`config.mk`:
```
export PLATFORM = sky130hd
export DESIGN_NAME = xor_checksum_frame_decoder_unit_flat
export DESIGN_NICKNAME = d
export VERILOG_FILES = /design/src/hw/rtl/xcfd_pkg.sv /design/src/hw/rtl/xcfd_ifs.sv /design/src/hw/rtl/xcfd_ram.sv /design/src/hw/rtl/xcfd_parser.sv /design/src/hw/rtl/xcfd_out_stage.sv /design/src/hw/rtl/xor_checksum_frame_decoder_unit.sv /design/src/flat_wrapper.sv
export VERILOG_INCLUDE_DIRS = /design/src /design/src/hw/rtl
export SDC_FILE = /design/constraint.sdc
export NUM_CORES = 1
export LEC_CHECK = 0
export BUFFER_PORTS_ARGS = -buffer_cell sky130_fd_sc_hd__buf_4
export CAP_MARGIN = 15
export CORE_UTILIZATION = 52
export CTS_CLUSTER_SIZE = 24
export DETAILED_ROUTE_END_ITERATION = 16
export GPL_ROUTABILITY_DRIVEN = 0
export PLACE_DENSITY = 0.72
export SYNTH_ARGS = -nofsm -noshare
export SYNTH_HDL_FRONTEND = slang
export SYNTH_SLANG_ARGS = --single-unit
```
`constraint.sdc`:
```
create_clock -name clk -period 3.45 [get_ports clk]
set_input_delay 0 -clock clk [delete_from_list [all_inputs] [get_ports clk]]
set_output_delay 0 -clock clk [all_outputs]
set_load 0.05 [all_outputs]
```
`src/hw/rtl/assert_macros.svh`:
```
// Assertion macros shared by the frame decoder RTL.
// Needs a clock named clk and an active-low reset named rst_n in scope.
`ifndef ASSERT_MACROS_SVH
`define ASSERT_MACROS_SVH

// Checked only outside reset.
`define XCFD_ASSERT(label, prop, msg) \
  label: assert property (@(posedge clk) disable iff (!rst_n) (prop)) else $error(msg);

// Checked on every edge, reset included.
`define XCFD_ASSERT_ALWAYS(label, prop, msg) \
  label: assert property (@(posedge clk) (prop)) else $error(msg);

`endif

```
`src/hw/rtl/xcfd_pkg.sv`:
```
// Package for the XOR checksum frame decoder: constants, codes and types.
// No dependencies.
package xcfd_pkg;

  localparam int MAX_PAYLOAD_DEF = 128;
  localparam int BYTE_W          = 8;
  localparam int HALF_W          = 16;
  localparam int EVT_W           = 2;
  localparam int IDX_W           = 7;
  localparam int PHASE_W         = 3;

  localparam logic [BYTE_W-1:0] START_BYTE = 8'hFE;

  // receiver phases
  localparam logic [PHASE_W-1:0] PH_WAIT   = 3'd0;
  localparam logic [PHASE_W-1:0] PH_FN_HI  = 3'd1;
  localparam logic [PHASE_W-1:0] PH_FN_LO  = 3'd2;
  localparam logic [PHASE_W-1:0] PH_LEN_HI = 3'd3;
  localparam logic [PHASE_W-1:0] PH_LEN_LO = 3'd4;
  localparam logic [PHASE_W-1:0] PH_DATA   = 3'd5;
  localparam logic [PHASE_W-1:0] PH_CHECK  = 3'd6;

  // result events
  localparam logic [EVT_W-1:0] EV_OK   = 2'd0;
  localparam logic [EVT_W-1:0] EV_BAD  = 2'd1;
  localparam logic [EVT_W-1:0] EV_READ = 2'd2;
  localparam logic [EVT_W-1:0] EV_LONG = 2'd3;

  // operations
  localparam logic OP_RX   = 1'b0;
  localparam logic OP_READ = 1'b1;

  // result held between parser and output stage
  typedef struct packed {
    logic [EVT_W-1:0]  evt;
    logic [HALF_W-1:0] fn;
    logic [HALF_W-1:0] len;
    logic              rd_hit;
  } res_t;

endpackage

```
`src/hw/rtl/xcfd_ifs.sv`:
```
// Valid/ready channel interfaces for the frame decoder.
// Depends on xcfd_pkg for field widths.
interface xcfd_in_if;
  logic                         valid;
  logic                         ready;
  logic                         operation;
  logic [xcfd_pkg::BYTE_W-1:0]  rx_byte;
  logic [xcfd_pkg::IDX_W-1:0]   read_index;

  modport source (output valid, operation, rx_byte, read_index, input ready);
  modport sink   (input valid, operation, rx_byte, read_index, output ready);
endinterface

interface xcfd_out_if;
  logic                         valid;
  logic                         ready;
  logic [xcfd_pkg::EVT_W-1:0]   event_res;
  logic [xcfd_pkg::HALF_W-1:0]  function_code;
  logic [xcfd_pkg::HALF_W-1:0]  payload_length;
  logic [xcfd_pkg::BYTE_W-1:0]  data_byte;

  modport source (output valid, event_res, function_code, payload_length, data_byte,
                  input ready);
  modport sink   (input valid, event_res, function_code, payload_length, data_byte,
                  output ready);
endinterface

```
`src/hw/rtl/xcfd_ram.sv`:
```
// Generic single-port-write, single-port-read RAM with registered read.
// No dependencies.
module xcfd_ram #(
  parameter int WIDTH = 8,
  parameter int DEPTH = 128,
  localparam int AW   = (DEPTH > 1) ? $clog2(DEPTH) : 1
) (
  input  logic             clk,
  input  logic             wr_en,
  input  logic [AW-1:0]    wr_addr,
  input  logic [WIDTH-1:0] wr_data,
  input  logic             rd_en,
  input  logic [AW-1:0]    rd_addr,
  output logic [WIDTH-1:0] rd_data
);

  logic [WIDTH-1:0] mem [DEPTH];

  always_ff @(posedge clk) begin
    if (wr_en) begin
      mem[wr_addr] <= wr_data;
    end
    if (rd_en) begin
      rd_data <= mem[rd_addr];
    end
  end

endmodule

```
`src/hw/rtl/xcfd_parser.sv`:
```
// Frame parser: receive state machine, running checksum, payload store control
// and the first result register. Depends on xcfd_pkg, xcfd_ifs, assert_macros.svh.
`include "assert_macros.svh"

module xcfd_parser #(
  parameter int MAX_PAYLOAD = xcfd_pkg::MAX_PAYLOAD_DEF,
  localparam int AW = (MAX_PAYLOAD > 1) ? $clog2(MAX_PAYLOAD) : 1,
  localparam int PW = $clog2(MAX_PAYLOAD + 1)
) (
  input  logic                        clk,
  input  logic                        rst_n,
  xcfd_in_if.sink                     in_if,
  input  logic                        take,      // output stage can load
  output logic                        s1_valid,
  output xcfd_pkg::res_t              s1_res,
  output logic                        wr_en,
  output logic [AW-1:0]               wr_addr,
  output logic [xcfd_pkg::BYTE_W-1:0] wr_data,
  output logic                        rd_en,
  output logic [AW-1:0]               rd_addr
);

  logic [xcfd_pkg::PHASE_W-1:0] phase_r, phase_nxt;
  logic [xcfd_pkg::HALF_W-1:0]  fn_r, fn_nxt;
  logic [xcfd_pkg::HALF_W-1:0]  len_r, len_nxt;
  logic [PW-1:0]                pos_r, pos_nxt;
  logic [xcfd_pkg::BYTE_W-1:0]  csum_r, csum_nxt;
  logic [PW-1:0]                acc_r, acc_nxt;
  logic                         s1_valid_r, s1_valid_nxt;
  xcfd_pkg::res_t               s1_r, s1_nxt;

  logic                         accept;
  logic [xcfd_pkg::BYTE_W-1:0]  b;
  logic [xcfd_pkg::HALF_W-1:0]  idx_ext;
  logic [xcfd_pkg::HALF_W-1:0]  len_new;
  logic [PW-1:0]                pos_inc;

  assign in_if.ready = take | ~s1_valid_r;
  assign accept      = in_if.valid & in_if.ready;
  assign b           = in_if.rx_byte;
  assign idx_ext     = {{(xcfd_pkg::HALF_W - xcfd_pkg::IDX_W){1'b0}}, in_if.read_index};
  assign len_new     = {len_r[15:8], b};
  assign pos_inc     = pos_r + PW'(1);

  // store port: writes in the payload phase, reads on a read operation
  assign wr_en   = accept & (in_if.operation == xcfd_pkg::OP_RX)
                   & (phase_r == xcfd_pkg::PH_DATA);
  assign wr_addr = pos_r[AW-1:0];
  assign wr_data = b;
  assign rd_en   = accept & (in_if.operation == xcfd_pkg::OP_READ);
  assign rd_addr = idx_ext[AW-1:0];

  always_comb begin
    phase_nxt    = phase_r;
    fn_nxt       = fn_r;
    len_nxt      = len_r;
    pos_nxt      = pos_r;
    csum_nxt     = csum_r;
    acc_nxt      = acc_r;
    s1_valid_nxt = s1_valid_r & ~take;
    s1_nxt       = s1_r;

    if (accept) begin
      s1_valid_nxt = 1'b0;
      s1_nxt.fn     = fn_r;
      s1_nxt.len    = len_r;
      s1_nxt.evt    = xcfd_pkg::EV_READ;
      s1_nxt.rd_hit = 1'b0;
      if (in_if.operation == xcfd_pkg::OP_READ) begin
        s1_valid_nxt  = 1'b1;
        s1_nxt.evt    = xcfd_pkg::EV_READ;
        s1_nxt.fn     = '0;
        s1_nxt.len    = '0;
        s1_nxt.rd_hit = idx_ext < xcfd_pkg::HALF_W'(acc_r);
      end else begin
        unique case (phase_r)
          xcfd_pkg::PH_FN_HI: begin
            fn_nxt    = {b, 8'h00};
            csum_nxt  = csum_r ^ b;
            phase_nxt = xcfd_pkg::PH_FN_LO;
          end
          xcfd_pkg::PH_FN_LO: begin
            fn_nxt    = {fn_r[15:8], b};
            csum_nxt  = csum_r ^ b;
            phase_nxt = xcfd_pkg::PH_LEN_HI;
          end
          xcfd_pkg::PH_LEN_HI: begin
            len_nxt   = {b, 8'h00};
            csum_nxt  = csum_r ^ b;
            phase_nxt = xcfd_pkg::PH_LEN_LO;
          end
          xcfd_pkg::PH_LEN_LO: begin
            len_nxt  = len_new;
            csum_nxt = csum_r ^ b;
            pos_nxt  = '0;
            if (len_new == '0) begin
              phase_nxt = xcfd_pkg::PH_WAIT;      // empty frame, dropped
            end else if (len_new > xcfd_pkg::HALF_W'(MAX_PAYLOAD)) begin
              phase_nxt    = xcfd_pkg::PH_WAIT;   // too long, abandoned
              s1_valid_nxt = 1'b1;
              s1_nxt.evt   = xcfd_pkg::EV_LONG;
              s1_nxt.fn    = fn_r;
              s1_nxt.len   = len_new;
            end else begin
              acc_nxt   = '0;                     // store is about to be overwritten
              phase_nxt = xcfd_pkg::PH_DATA;
            end
          end
          xcfd_pkg::PH_DATA: begin
            csum_nxt = csum_r ^ b;
            pos_nxt  = pos_inc;
            if (xcfd_pkg::HALF_W'(pos_inc) >= len_r) begin
              phase_nxt = xcfd_pkg::PH_CHECK;
            end
          end
          xcfd_pkg::PH_CHECK: begin
            phase_nxt    = xcfd_pkg::PH_WAIT;
            s1_valid_nxt = 1'b1;
            s1_nxt.fn    = fn_r;
            s1_nxt.len   = len_r;
            if (csum_r == b) begin
              acc_nxt    = PW'(len_r);
              s1_nxt.evt = xcfd_pkg::EV_OK;
            end else begin
              s1_nxt.evt = xcfd_pkg::EV_BAD;
            end
          end
          default: begin
            phase_nxt = xcfd_pkg::PH_WAIT;
            if (b == xcfd_pkg::START_BYTE) begin
              fn_nxt    = '0;
              len_nxt   = '0;
              pos_nxt   = '0;
              csum_nxt  = xcfd_pkg::START_BYTE;
              phase_nxt = xcfd_pkg::PH_FN_HI;
            end
          end
        endcase
      end
    end
  end

  always_ff @(posedge clk) begin
    if (!rst_n) begin
      phase_r    <= xcfd_pkg::PH_WAIT;
      fn_r       <= '0;
      len_r      <= '0;
      pos_r      <= '0;
      csum_r     <= xcfd_pkg::START_BYTE;
      acc_r      <= '0;
      s1_valid_r <= 1'b0;
    end else begin
      phase_r    <= phase_nxt;
      fn_r       <= fn_nxt;
      len_r      <= len_nxt;
      pos_r      <= pos_nxt;
      csum_r     <= csum_nxt;
      acc_r      <= acc_nxt;
      s1_valid_r <= s1_valid_nxt;
    end
  end

  always_ff @(posedge clk) begin
    s1_r <= s1_nxt;
  end

  assign s1_valid = s1_valid_r;
  assign s1_res   = s1_r;

  `XCFD_ASSERT(a_wr_in_data, wr_en |-> (phase_r == xcfd_pkg::PH_DATA), "store write outside payload phase")
  `XCFD_ASSERT(a_pos_in_frame, (phase_r == xcfd_pkg::PH_DATA) |-> (xcfd_pkg::HALF_W'(pos_r) < len_r), "payload position past frame length")
  `XCFD_ASSERT(a_acc_bound, xcfd_pkg::HALF_W'(acc_r) <= xcfd_pkg::HALF_W'(MAX_PAYLOAD), "accepted length exceeds store")
  `XCFD_ASSERT(a_no_load_while_full, (s1_valid_r && !take) |=> ($stable(s1_r) && s1_valid_r), "held result overwritten")

endmodule

```
`src/hw/rtl/xcfd_out_stage.sv`:
```
// Output register: merges the held result with the payload store read data.
// Depends on xcfd_pkg, xcfd_ifs, assert_macros.svh.
`include "assert_macros.svh"

module xcfd_out_stage (
  input  logic                        clk,
  input  logic                        rst_n,
  input  logic                        s1_valid,
  input  xcfd_pkg::res_t              s1_res,
  input  logic [xcfd_pkg::BYTE_W-1:0] rd_data,
  output logic                        take,
  xcfd_out_if.source                  out_if
);

  logic                        valid_r, valid_nxt;
  logic [xcfd_pkg::EVT_W-1:0]  evt_r;
  logic [xcfd_pkg::HALF_W-1:0] fn_r;
  logic [xcfd_pkg::HALF_W-1:0] len_r;
  logic [xcfd_pkg::BYTE_W-1:0] data_r;
  logic                        load;

  assign take      = ~valid_r | out_if.ready;
  assign load      = take & s1_valid;
  assign valid_nxt = take ? s1_valid : valid_r;

  always_ff @(posedge clk) begin
    if (!rst_n) begin
      valid_r <= 1'b0;
    end else begin
      valid_r <= valid_nxt;
    end
  end

  always_ff @(posedge clk) begin
    if (load) begin
      evt_r  <= s1_res.evt;
      fn_r   <= s1_res.fn;
      len_r  <= s1_res.len;
      data_r <= s1_res.rd_hit ? rd_data : '0;   // miss or non-read reads zero
    end
  end

  assign out_if.valid          = valid_r;
  assign out_if.event_res      = evt_r;
  assign out_if.function_code  = fn_r;
  assign out_if.payload_length = len_r;
  assign out_if.data_byte      = data_r;

  `XCFD_ASSERT(a_data_only_read, (valid_r && evt_r != xcfd_pkg::EV_READ) |-> (data_r == '0), "data byte on a frame event")
  `XCFD_ASSERT(a_read_no_header, (valid_r && evt_r == xcfd_pkg::EV_READ) |-> (fn_r == '0 && len_r == '0), "header fields on a read")
  `XCFD_ASSERT(a_hit_needs_read, (s1_valid && s1_res.rd_hit) |-> (s1_res.evt == xcfd_pkg::EV_READ), "store hit on a frame event")

endmodule

```
`src/hw/rtl/xor_checksum_frame_decoder_unit.sv`:
```
// A result is registered first in the parser register, then in the output register,
// which loads when empty or when the sink takes. Throughput: one item per cycle, back to back,
// unless a stalled sink fills both result registers; bytes that cause no result leave nothing.
// Reset (rst_n, synchronous, active low): receiver waits for a start byte, checksum
// restarts at 0xFE, accepted length is zero, both result registers empty.
// The payload store is not cleared; reads are gated by the accepted length.
module xor_checksum_frame_decoder_unit #(
  parameter int MAX_PAYLOAD = xcfd_pkg::MAX_PAYLOAD_DEF
) (
  input  logic        clk,
  input  logic        rst_n,
  xcfd_in_if.sink     in_if,
  xcfd_out_if.source  out_if
);

  localparam int AW = (MAX_PAYLOAD > 1) ? $clog2(MAX_PAYLOAD) : 1;

  // parser -> output stage
  logic                        take;
  logic                        s1_valid;
  xcfd_pkg::res_t              s1_res;

  // payload store port
  logic                        wr_en;
  logic [AW-1:0]               wr_addr;
  logic [xcfd_pkg::BYTE_W-1:0] wr_data;
  logic                        rd_en;
  logic [AW-1:0]               rd_addr;
  logic [xcfd_pkg::BYTE_W-1:0] rd_data;

  // Stage 1: phase machine and checksum act on the item at the accepting edge;
  // the store read for a read item is launched at the same edge.
  xcfd_parser #(
    .MAX_PAYLOAD (MAX_PAYLOAD)
  ) u_parser (
    .clk      (clk),
    .rst_n    (rst_n),
    .in_if    (in_if),
    .take     (take),
    .s1_valid (s1_valid),
    .s1_res   (s1_res),
    .wr_en    (wr_en),
    .wr_addr  (wr_addr),
    .wr_data  (wr_data),
    .rd_en    (rd_en),
    .rd_addr  (rd_addr)
  );

  // Payload store. Read data stays put until the next read, which only
  // happens once the held result has moved to the output register.
  xcfd_ram #(
    .WIDTH (xcfd_pkg::BYTE_W),
    .DEPTH (MAX_PAYLOAD)
  ) u_store (
    .clk     (clk),
    .wr_en   (wr_en),
    .wr_addr (wr_addr),
    .wr_data (wr_data),
    .rd_en   (rd_en),
    .rd_addr (rd_addr),
    .rd_data (rd_data)
  );

  // Stage 2: output register; decouples a stalled sink from the receiver.
  xcfd_out_stage u_out (
    .clk      (clk),
    .rst_n    (rst_n),
    .s1_valid (s1_valid),
    .s1_res   (s1_res),
    .rd_data  (rd_data),
    .take     (take),
    .out_if   (out_if)
  );

endmodule
```
`src/flat_wrapper.sv`:
```
// flat-port wrapper written by rule: the top's interface ports become plain ports
module xor_checksum_frame_decoder_unit_flat 
#(
  parameter int MAX_PAYLOAD = xcfd_pkg::MAX_PAYLOAD_DEF
)
  (clk, rst_n, in_if_valid, in_if_operation, in_if_rx_byte, in_if_read_index, in_if_ready, out_if_valid, out_if_event_res, out_if_function_code, out_if_payload_length, out_if_data_byte, out_if_ready);
  xcfd_in_if in_if_i ();
  xcfd_out_if out_if_i ();
  input  logic clk;
  input  logic rst_n;
  input wire logic [$bits(in_if_i.valid)-1:0] in_if_valid;
  input wire logic [$bits(in_if_i.operation)-1:0] in_if_operation;
  input wire logic [$bits(in_if_i.rx_byte)-1:0] in_if_rx_byte;
  input wire logic [$bits(in_if_i.read_index)-1:0] in_if_read_index;
  output wire logic [$bits(in_if_i.ready)-1:0] in_if_ready;
  output wire logic [$bits(out_if_i.valid)-1:0] out_if_valid;
  output wire logic [$bits(out_if_i.event_res)-1:0] out_if_event_res;
  output wire logic [$bits(out_if_i.function_code)-1:0] out_if_function_code;
  output wire logic [$bits(out_if_i.payload_length)-1:0] out_if_payload_length;
  output wire logic [$bits(out_if_i.data_byte)-1:0] out_if_data_byte;
  input wire logic [$bits(out_if_i.ready)-1:0] out_if_ready;
  assign in_if_i.valid = in_if_valid;
  assign in_if_i.operation = in_if_operation;
  assign in_if_i.rx_byte = in_if_rx_byte;
  assign in_if_i.read_index = in_if_read_index;
  assign in_if_ready = in_if_i.ready;
  assign out_if_valid = out_if_i.valid;
  assign out_if_event_res = out_if_i.event_res;
  assign out_if_function_code = out_if_i.function_code;
  assign out_if_payload_length = out_if_i.payload_length;
  assign out_if_data_byte = out_if_i.data_byte;
  assign out_if_i.ready = out_if_ready;
  xor_checksum_frame_decoder_unit #(.MAX_PAYLOAD(MAX_PAYLOAD)) u_core (.clk(clk), .rst_n(rst_n), .in_if(in_if_i), .out_if(out_if_i));
endmodule
```
# ---- After elaboration in Yosys (flattened, before gate mapping)
# Memories as Yosys holds them, arrays and structs flattened. A register that Yosys moved wholly into a read port is not among the register bits.
# Cells that the tools add are included.
dict set report totals {
  ff_bits 138
  mem_count 1
  ram_bits 1024
  out_inout_bits 44
}
# name words word_bits rd rd_ports_with_merged_regs wr line
set memory_table {}
lappend memory_table {u_core.u_store.mem 128 8 1 1 1 xcfd_ram.sv:17} ;# logic [WIDTH-1:0] mem [DEPTH];
dict set report classes {
  order_cmp 3
  eq_ne 12
  muxes 27
  n_addsub 1
  n_reduce_logical 20
  bitwise_logic 19
}
# operator n
set ops {}
lappend ops {{$pmux W16 S3} 2}
lappend ops {{$pmux W34 S2} 1}
lappend ops {{$mux W33} 2}
lappend ops {{$mux W8} 5}
lappend ops {{$pmux W8 S2} 2}
lappend ops {{$pmux W8 S3} 1}
lappend ops {{$pmux W3 S6} 1}
lappend ops {{$ge A8 B16 Y1} 1}
lappend ops {{$gt A16 B8 Y1 const B} 1}
lappend ops {{$logic_not A16 Y1} 1}
lappend ops {{$mux W16} 1}
lappend ops {{$reduce_and A4 Y1} 4}
lappend ops {{$reduce_or A4 Y1} 3}
lappend ops {{$not A1 Y1} 10}
lappend ops {{$reduce_and A5 Y1} 2}
lappend ops {{$eq A3 B3 Y1 const B} 3}
lappend ops {{$mux W3} 3}
lappend ops {{$reduce_bool A3 Y1} 3}
lappend ops {{$add A8 B1 Y8 const B} 1}
lappend ops {{$eq A8 B8 Y1} 1}
lappend ops {{$eq A8 B8 Y1 const B} 1}
lappend ops {{$lt A7 B8 Y1} 1}
lappend ops {{$mux W1} 8}
lappend ops {{$reduce_bool A2 Y1} 4}
lappend ops {{11 further kinds} 20}

# ---- Longest topological paths before layout
dict set report depth {
  ltp_word 8
  ltp_mapped 10
}

# ---- Hierarchy
# A second synthesis with hierarchy kept.
dict set report unflattened {
  hier_cells 2193
  hier_area_um2 45839.0
}
# mod cells_per_inst area_per_inst_um2 n_inst
set by_module_without_submodules {}
lappend by_module_without_submodules {xcfd_ram 1635 39745.6 1}
lappend by_module_without_submodules {xcfd_parser 503 4724.5 1}
lappend by_module_without_submodules {xcfd_out_stage 55 1368.8 1}

# ---- Worst setup path before layout
# OpenSTA, ideal clock, no wires.
dict set report synth_timing {
  kind {register -> register}
  start {register u_core.u_out.valid_r (netlist: u_core.u_out.out_if.valid)}
  end {register u_core.u_out.data_r, in the netlist u_core.u_out.out_if.data_byte[0], enable pin}
  setup_time_ps 446
  n_path_buf 0
  required_ps 3004
  path_stages_with_launch 3
  arrival_time_ps 2577
  path_slack_ps 426
  cell_sequence {dfxtp_1 nor2b_1 nor2b_1}
}
dict set report synth_between {
  elab_chain_len 3
}
# element line
set synth_rtl {}
lappend synth_rtl {{from (decl)} xcfd_out_stage.sv:15} ;# logic valid_r, valid_nxt;
lappend synth_rtl {{from (signal assigned)} xcfd_out_stage.sv:30} ;# valid_r <= valid_nxt;
lappend synth_rtl {{$not A1 Y1} xcfd_out_stage.sv:22} ;# assign take = ~valid_r | out_if.ready;
lappend synth_rtl {{$or A1 B1 Y1} xcfd_out_stage.sv:22}
lappend synth_rtl {{$and A1 B1 Y1} xcfd_out_stage.sv:23} ;# assign load = take & s1_valid;
lappend synth_rtl {{named net u_core.u_out.load} xcfd_out_stage.sv:20} ;# logic load;
lappend synth_rtl {{to (signal assigned)} xcfd_out_stage.sv:39} ;# data_r <= s1_res.rd_hit ? rd_data : '0;
lappend synth_rtl {{to (decl)} xcfd_out_stage.sv:19} ;# logic [xcfd_pkg::BYTE_W-1:0] data_r;
# The timed path passes the listed nets, and every way through them passes these cells.
# A chain may end at the register's enable or synchronous reset.

# ---- Worst setup path in the final report
dict set report layout_timing {
  start {register u_core.u_parser.phase_r[2] (netlist name)}
  end {register u_core.u_parser.s1_valid_r (netlist: u_core.u_parser.s1_valid)}
}
dict set report layout_between {
  elab_chain_len 4
}
# element line
set layout_rtl {}
lappend layout_rtl {{from (decl)} xcfd_parser.sv:23} ;# logic [xcfd_pkg::PHASE_W-1:0] phase_r, phase_nxt;
lappend layout_rtl {{from (signal assigned)} xcfd_parser.sv:145} ;# phase_r <= xcfd_pkg::PH_WAIT;
lappend layout_rtl {{from (signal assigned)} xcfd_parser.sv:153} ;# phase_r <= phase_nxt;
lappend layout_rtl {{$eq A3 B3 Y1} xcfd_parser.sv:76} ;# unique case (phase_r)
lappend layout_rtl {{$pmux W1 S2 *} xcfd_parser.sv:76}
lappend layout_rtl {{$mux W1 *} xcfd_parser.sv:69} ;# if (in_if.operation == xcfd_pkg::OP_READ) begin
lappend layout_rtl {{$mux W1 *} xcfd_parser.sv:63} ;# if (accept) begin
lappend layout_rtl {{to (signal assigned)} xcfd_parser.sv:159} ;# s1_valid_r <= s1_valid_nxt;
lappend layout_rtl {{to (decl)} xcfd_parser.sv:29} ;# logic s1_valid_r, s1_valid_nxt;
# Every way passes the cells marked *; elsewhere a longest branch is shown, timed or not.

==> results_tabular.tex <==
\begin{tabular}{lr}
\hline
Metric & Value \\
\hline
\multicolumn{2}{l}{\textbf{Run status}} \\
Outcome & completed \\
\multicolumn{2}{l}{\textbf{Floorplan}} \\
Area of the core region & 86890 um2 \\
Number of I/O pins & 64 \\
Initial core utilization & 52.59\% \\
Area of the die & 89060 um2 \\
Die Span X & 298.4 um \\
Height of the die & 298.4 um \\
Total number of placement rows & 108 \\
\multicolumn{2}{l}{\textbf{Power and ir drop}} \\
Relative contribution of sequential cells to total power & 53.4\% \\
Power share of the combinational group & 4.7\% \\
Net Switching & 6.202 mW \\
Clock power share & 41.9\% \\
Switching share of total power & 21.22\% \\
Leak pwr & 16.73 nW \\
Internal Dissipation & 23.02 mW \\
Overall power & 29.22 mW \\
Max IR drop VDD & 0.4060 mV \\
PD cells & 559.7 nW/um2 \\
\multicolumn{2}{l}{\textbf{STA}} \\
Fin worst setup slack & 0.2694 ns \\
Clock tree skew after final layout & 0.04188 ns \\
Setup repair after global routing missed its margin & no \\
Final setup violation count & 0 \\
Headroom to the max-slew limit & 22.13\% \\
Minimum period implied by the final worst setup slack & 3.181 ns \\
F\_max & 314.4 MHz \\
Number of max-slew violations in the final report & 0 \\
Worst-Margin Slew & 1.168 ns \\
Final-layout setup total negative slack & 0 ns \\
Final Hold Vio Count & 0 \\
Part of the cycle the worst path needs & 92.19\% \\
\multicolumn{2}{l}{\textbf{Worst setup path}} \\
Worst EP required & 4.09 ns \\
Type of destination of the critical path & flop \\
Reg2Reg Depth & 8 \\
Worst-path fanout max & 15 \\
Critical path class & reg -> reg \\
CP cell instances & inv\_1 > nor2\_1 > buf\_4 > o21a\_1 > o31ai\_1 > dlygate4sd3\_1 > a21boi\_0 > dlygate4sd3\_1 \\
RR Startpoint & u\_core.u\_parser.phase\_r[2] \\
Element type at the critical path start & flop \\
R2R Setup Slk & 0.27 ns \\
Max incr delay on CP & 0.62 ns \\
Number of buffers and inverters on the critical path & 4 \\
Arrival time at the worst endpoint & 3.82 ns \\
Critical Path Slowest Stage Cell & dfxtp\_1 \\
Dominant cell type by count on the critical path & dlygate4sd3\_1 \\
FF-to-FF End & u\_core.u\_parser.s1\_valid \\
Gate family responsible for the most delay along the worst path & buffers and inverters \\
\multicolumn{2}{l}{\textbf{Layout}} \\
Post-layout net count & 2679 \\
Sequential standard cell area & 34520 um2 \\
Area growth from synthesis to final layout & 14.26\% \\
Filler Cell Count & 6022 \\
Post-route design area & 52210 um2 \\
Area of the multi-input gates & 10420 um2 \\
Ratio of cells with drive above 1 in the final layout & 23.90\% \\
\multicolumn{2}{l}{\textbf{Yosys}} \\
Gate count after technology mapping & 2429 \\
Post-Synth Adder-Cell Area & 0.4107\% \\
Share of the synthesized netlist area taken by xor and xnor gates & 0.2683\% \\
Area fraction in and, or, nand and nor cells after synthesis & 4.176\% \\
Syn Nets & 2464 \\
Proportion of synthesized flip-flops having asynchronous set or reset & 0\% \\
Proportion of synthesized area in mux cells & 12.46\% \\
Number of distinct library cells after synthesis & 56 \\
\#FFs+latches synth & 1170 \\
Count of flip-flops with a built-in enable after synthesis & 1109 \\
Complex-gate fraction of the synthesized area & 5.438\% \\
Combinational family with the most area after synthesis & multiplexers \\
Syn. warnings & 0 \\
Leading register cell type out of synthesis & edfxtp\_1 \\
Synthesized area per cell & 18.81 um2 \\
Sequential share of the synthesized area & 75.55\% \\
Synth Cell Area & 45690 um2 \\
\multicolumn{2}{l}{\textbf{Clocking}} \\
\# resized after CTS & 0 \\
Insertion delay of the later-clocked pin in the worst-skew pair & 0.70 ns \\
Clock tree from TritonCTS & built \\
Clock tree buffer depth & 3 \\
Clock Tree Root & clkbuf\_16 \\
Number of levels in the clock H-tree & 3 \\
Clock-pin slew on the worst setup and hold paths & 0.07 ns \\
TritonCTS Buffers & 112 \\
Total number of clock tree sinks & 1170 \\
\multicolumn{2}{l}{\textbf{Global route}} \\
Met1 capacity usage during global routing & 32.85\% \\
Total track usage & 24.22\% \\
Antenna violations before repair & 4 \\
Met3 track demand over resource & 5.104\% \\
Most used routing layer & met2 \\
Number of global-route vias before repair & 24520 \\
Total gr overflow & 0 \\
GR met2 Demand/Resource & 38.63\% \\
First-pass GRT wire length & 158900 um \\
Pin count of the biggest net entering global routing & 125 \\
\multicolumn{2}{l}{\textbf{Routing}} \\
Length of the first detailed-routing pass in iterations & 5 \\
Routed via count & 24250 \\
Routed Antenna Nets & 0 \\
Number of vias per cell & 6.221 \\
Number of DRC violations after detailed routing & 0 \\
Avg WL per Cell & 27.56 um \\
Routed wire length & 107400 um \\
Iteration-0 DRC Markers & 2877 \\
\multicolumn{2}{l}{\textbf{Place}} \\
Count of port buffers added during placement & 63 \\
Setup Slack @ Placement & 0.6436 ns \\
Placed inst area & 48270 um2 \\
Detailed placer's ending HPWL & 65940 um \\
\multicolumn{2}{l}{\textbf{Flow run}} \\
MaxCap Viol Count & 0 \\
\multicolumn{2}{l}{\textbf{Hold path}} \\
Hold endpoint & u\_core.u\_store.mem[114][5] \\
Depth of the worst hold-timing path & 2 \\
Source of the worst hold timing path & in\_if\_rx\_byte[5] \\
Path class of the lowest-slack min-delay path & in -> reg \\
\hline
\end{tabular}
==> through the flow <==
stage / std cells / hold WS [ns] / utilization [%]
finish: 3897 / 0.2757 / 60.09
global route: 3896 / 0.2829 / 60.09
CTS: 3896 / 0.2567 / 60.09
detailed placement: 3662 / 0.3751 / 55.55
global placement: 3662 / 0.3681 / 55.55
floorplan: 2429 / 0.09887 / -
==> worst reg2reg max path: stages (launching register included) <==
cell and delay (ns):
dfxtp_1 0.62, inv_1 0.21, nor2_1 0.14, buf_4 0.19, o21a_1 0.48, o31ai_1 0.12
dlygate4sd3_1 0.60, a21boi_0 0.19, dlygate4sd3_1 0.57
==> Yosys cell counts, drive strengths merged (3+ instances only) <==
master  instances  area, um2
a211oi          4      30.03
a21boi         28      210.2
a21o            6      45.04
a21oi          31      158.9
a221o          16      160.2
a221oi         16      140.1
a22o           16      140.1
a22oi         102      765.7
a31oi           3      18.77
and2           11      68.82
and3            4      25.02
buf            67      404.1
clkbuf         77      289.0
dfxtp          61       1221
edfxtp       1109      33300
ha             15      187.7
inv            21      78.83
mux2           64      720.7
mux2i          65      650.6
mux4          192       4324
nand2          52      195.2
nand2b         15      93.84
nand3          36      180.2
nand3b          6      45.04
nand4          15      100.1
nor2          176      660.6
nor2b          60      375.4
nor3           12      65.06
nor4            3      18.77
o21a           11      82.58
o21ai          45      225.2
o221ai         25      219.0
o22ai          31      193.9
o31ai           3      22.52
or2             4      25.03
xnor2          12      105.1
==> area by class of cell <==
cell class                      count  area share (%)
Clock inverter                     72           1.352
Clock buffer                      139           5.759
Antenna cell                        1        0.004793
Multi-Input combinational cell   1094           19.96
Timing Repair Buffer              245           3.877
Inverter                           21          0.1510
Tap cell                         1155           2.768
Sequential cell                  1170           66.12
==> layout by cell type, fill, tap and decap left out, types with 6 or more instances in the layout <==
cell type,instances
clkbuf_1,19
nor3_1,11
edfxtp_1,1109
a22oi_1,102
clkbuf_8,6
o21ai_0,40
a21oi_1,30
a21boi_0,20
nand4_1,14
nor2_1,174
dlygate4sd3_1,23
a22o_1,16
buf_12,9
and2_1,11
clkinv_1,29
ha_1,15
nor2b_1,56
o22ai_1,31
clkinv_2,16
mux2i_1,65
o221ai_1,25
nand3_1,36
mux4_2,192
inv_1,21
xnor2_1,12
o21a_1,11
a221o_1,16
nand3b_1,6
bufinv_16,10
a21o_1,6
dfxtp_1,61
mux2_2,64
a221oi_1,16
nand2b_1,15
nand2_1,52
clkbuf_16,114
buf_4,211
a21boi_1,8
==> power by group through the flow <==
stage          clock network, mW  logic (mW)  registers [mW]
3_3_place_gp                   0        1.32            15.9
3_5_place_dp                   0        1.36            15.9
2_1_floorplan                  0       0.723            15.9
4_1_cts                     12.3        1.39            15.6
5_1_grt                     12.9        1.46            15.6
6_report                    12.2        1.38            15.6
==> state kept, by name, indices dropped and copies added, names as in the netlist <==
register and cells:
u_core.u_parser.fn_r 16, u_core.u_parser.acc_r 8, u_core.u_out.out_if.event_res 2, u_core.u_parser.csum_r 8
u_core.u_parser.pos_r 8, u_core.u_out.out_if.payload_length 16, u_core.u_parser.len_r 16, u_core.u_out.out_if.function_code 16
u_core.u_store.mem 1024, u_core.u_parser.s1_res 35, u_core.u_parser.s1_valid 1, u_core.u_out.out_if.data_byte 8
u_core.u_out.out_if.valid 1, u_core.u_parser.phase_r 3, u_core.u_store.rd_data 8
==> cells by family (layout without fill, tap and decap cells) <==
family / after synthesis / after routing
adders and majority gates: 15 / 15
and+or+nand+nor: 399 / 399
DFF: 1170 / 1170
muxes: 321 / 321
AOI/OAI and AO/OA: 345 / 345
buffers and inverters: 165 / 477
other: 0 / 1
xor gates and xnor gates: 14 / 14
==> metal layers <==
layer / up-vias / share of wire [%]
met3: 233 / 9.4
met2: 1249 / 48
met5: - / 0.019
met1: 12470 / 39
met4: 4 / 4.0
li1: 10290 / -
==> worst max-delay path by stage <==
stage / from / to / slack (ns) / depth (start not counted)
global route: u_core.u_parser.phase_r[2] / u_core.u_parser.s1_valid / 0.11 / 8
floorplan: u_core.u_out.out_if.valid / u_core.u_out.out_if.data_byte[0] / 0.43 / 2
global placement: in_if_read_index[0] / u_core.u_store.rd_data[5] / 0.65 / 8
CTS: u_core.u_parser.phase_r[2] / u_core.u_parser.s1_valid / 0.38 / 8
finish: u_core.u_parser.phase_r[2] / u_core.u_parser.s1_valid / 0.27 / 8
detailed placement: in_if_read_index[0] / u_core.u_store.rd_data[6] / 0.64 / 8
==> repair_timing <==
item	4_1_cts	5_1_grt
setup buffers	0	0
endpoints found under the hold margin	199	0
hold buffers	23	0
No activity file was read; power rests on OpenSTA's default activity.
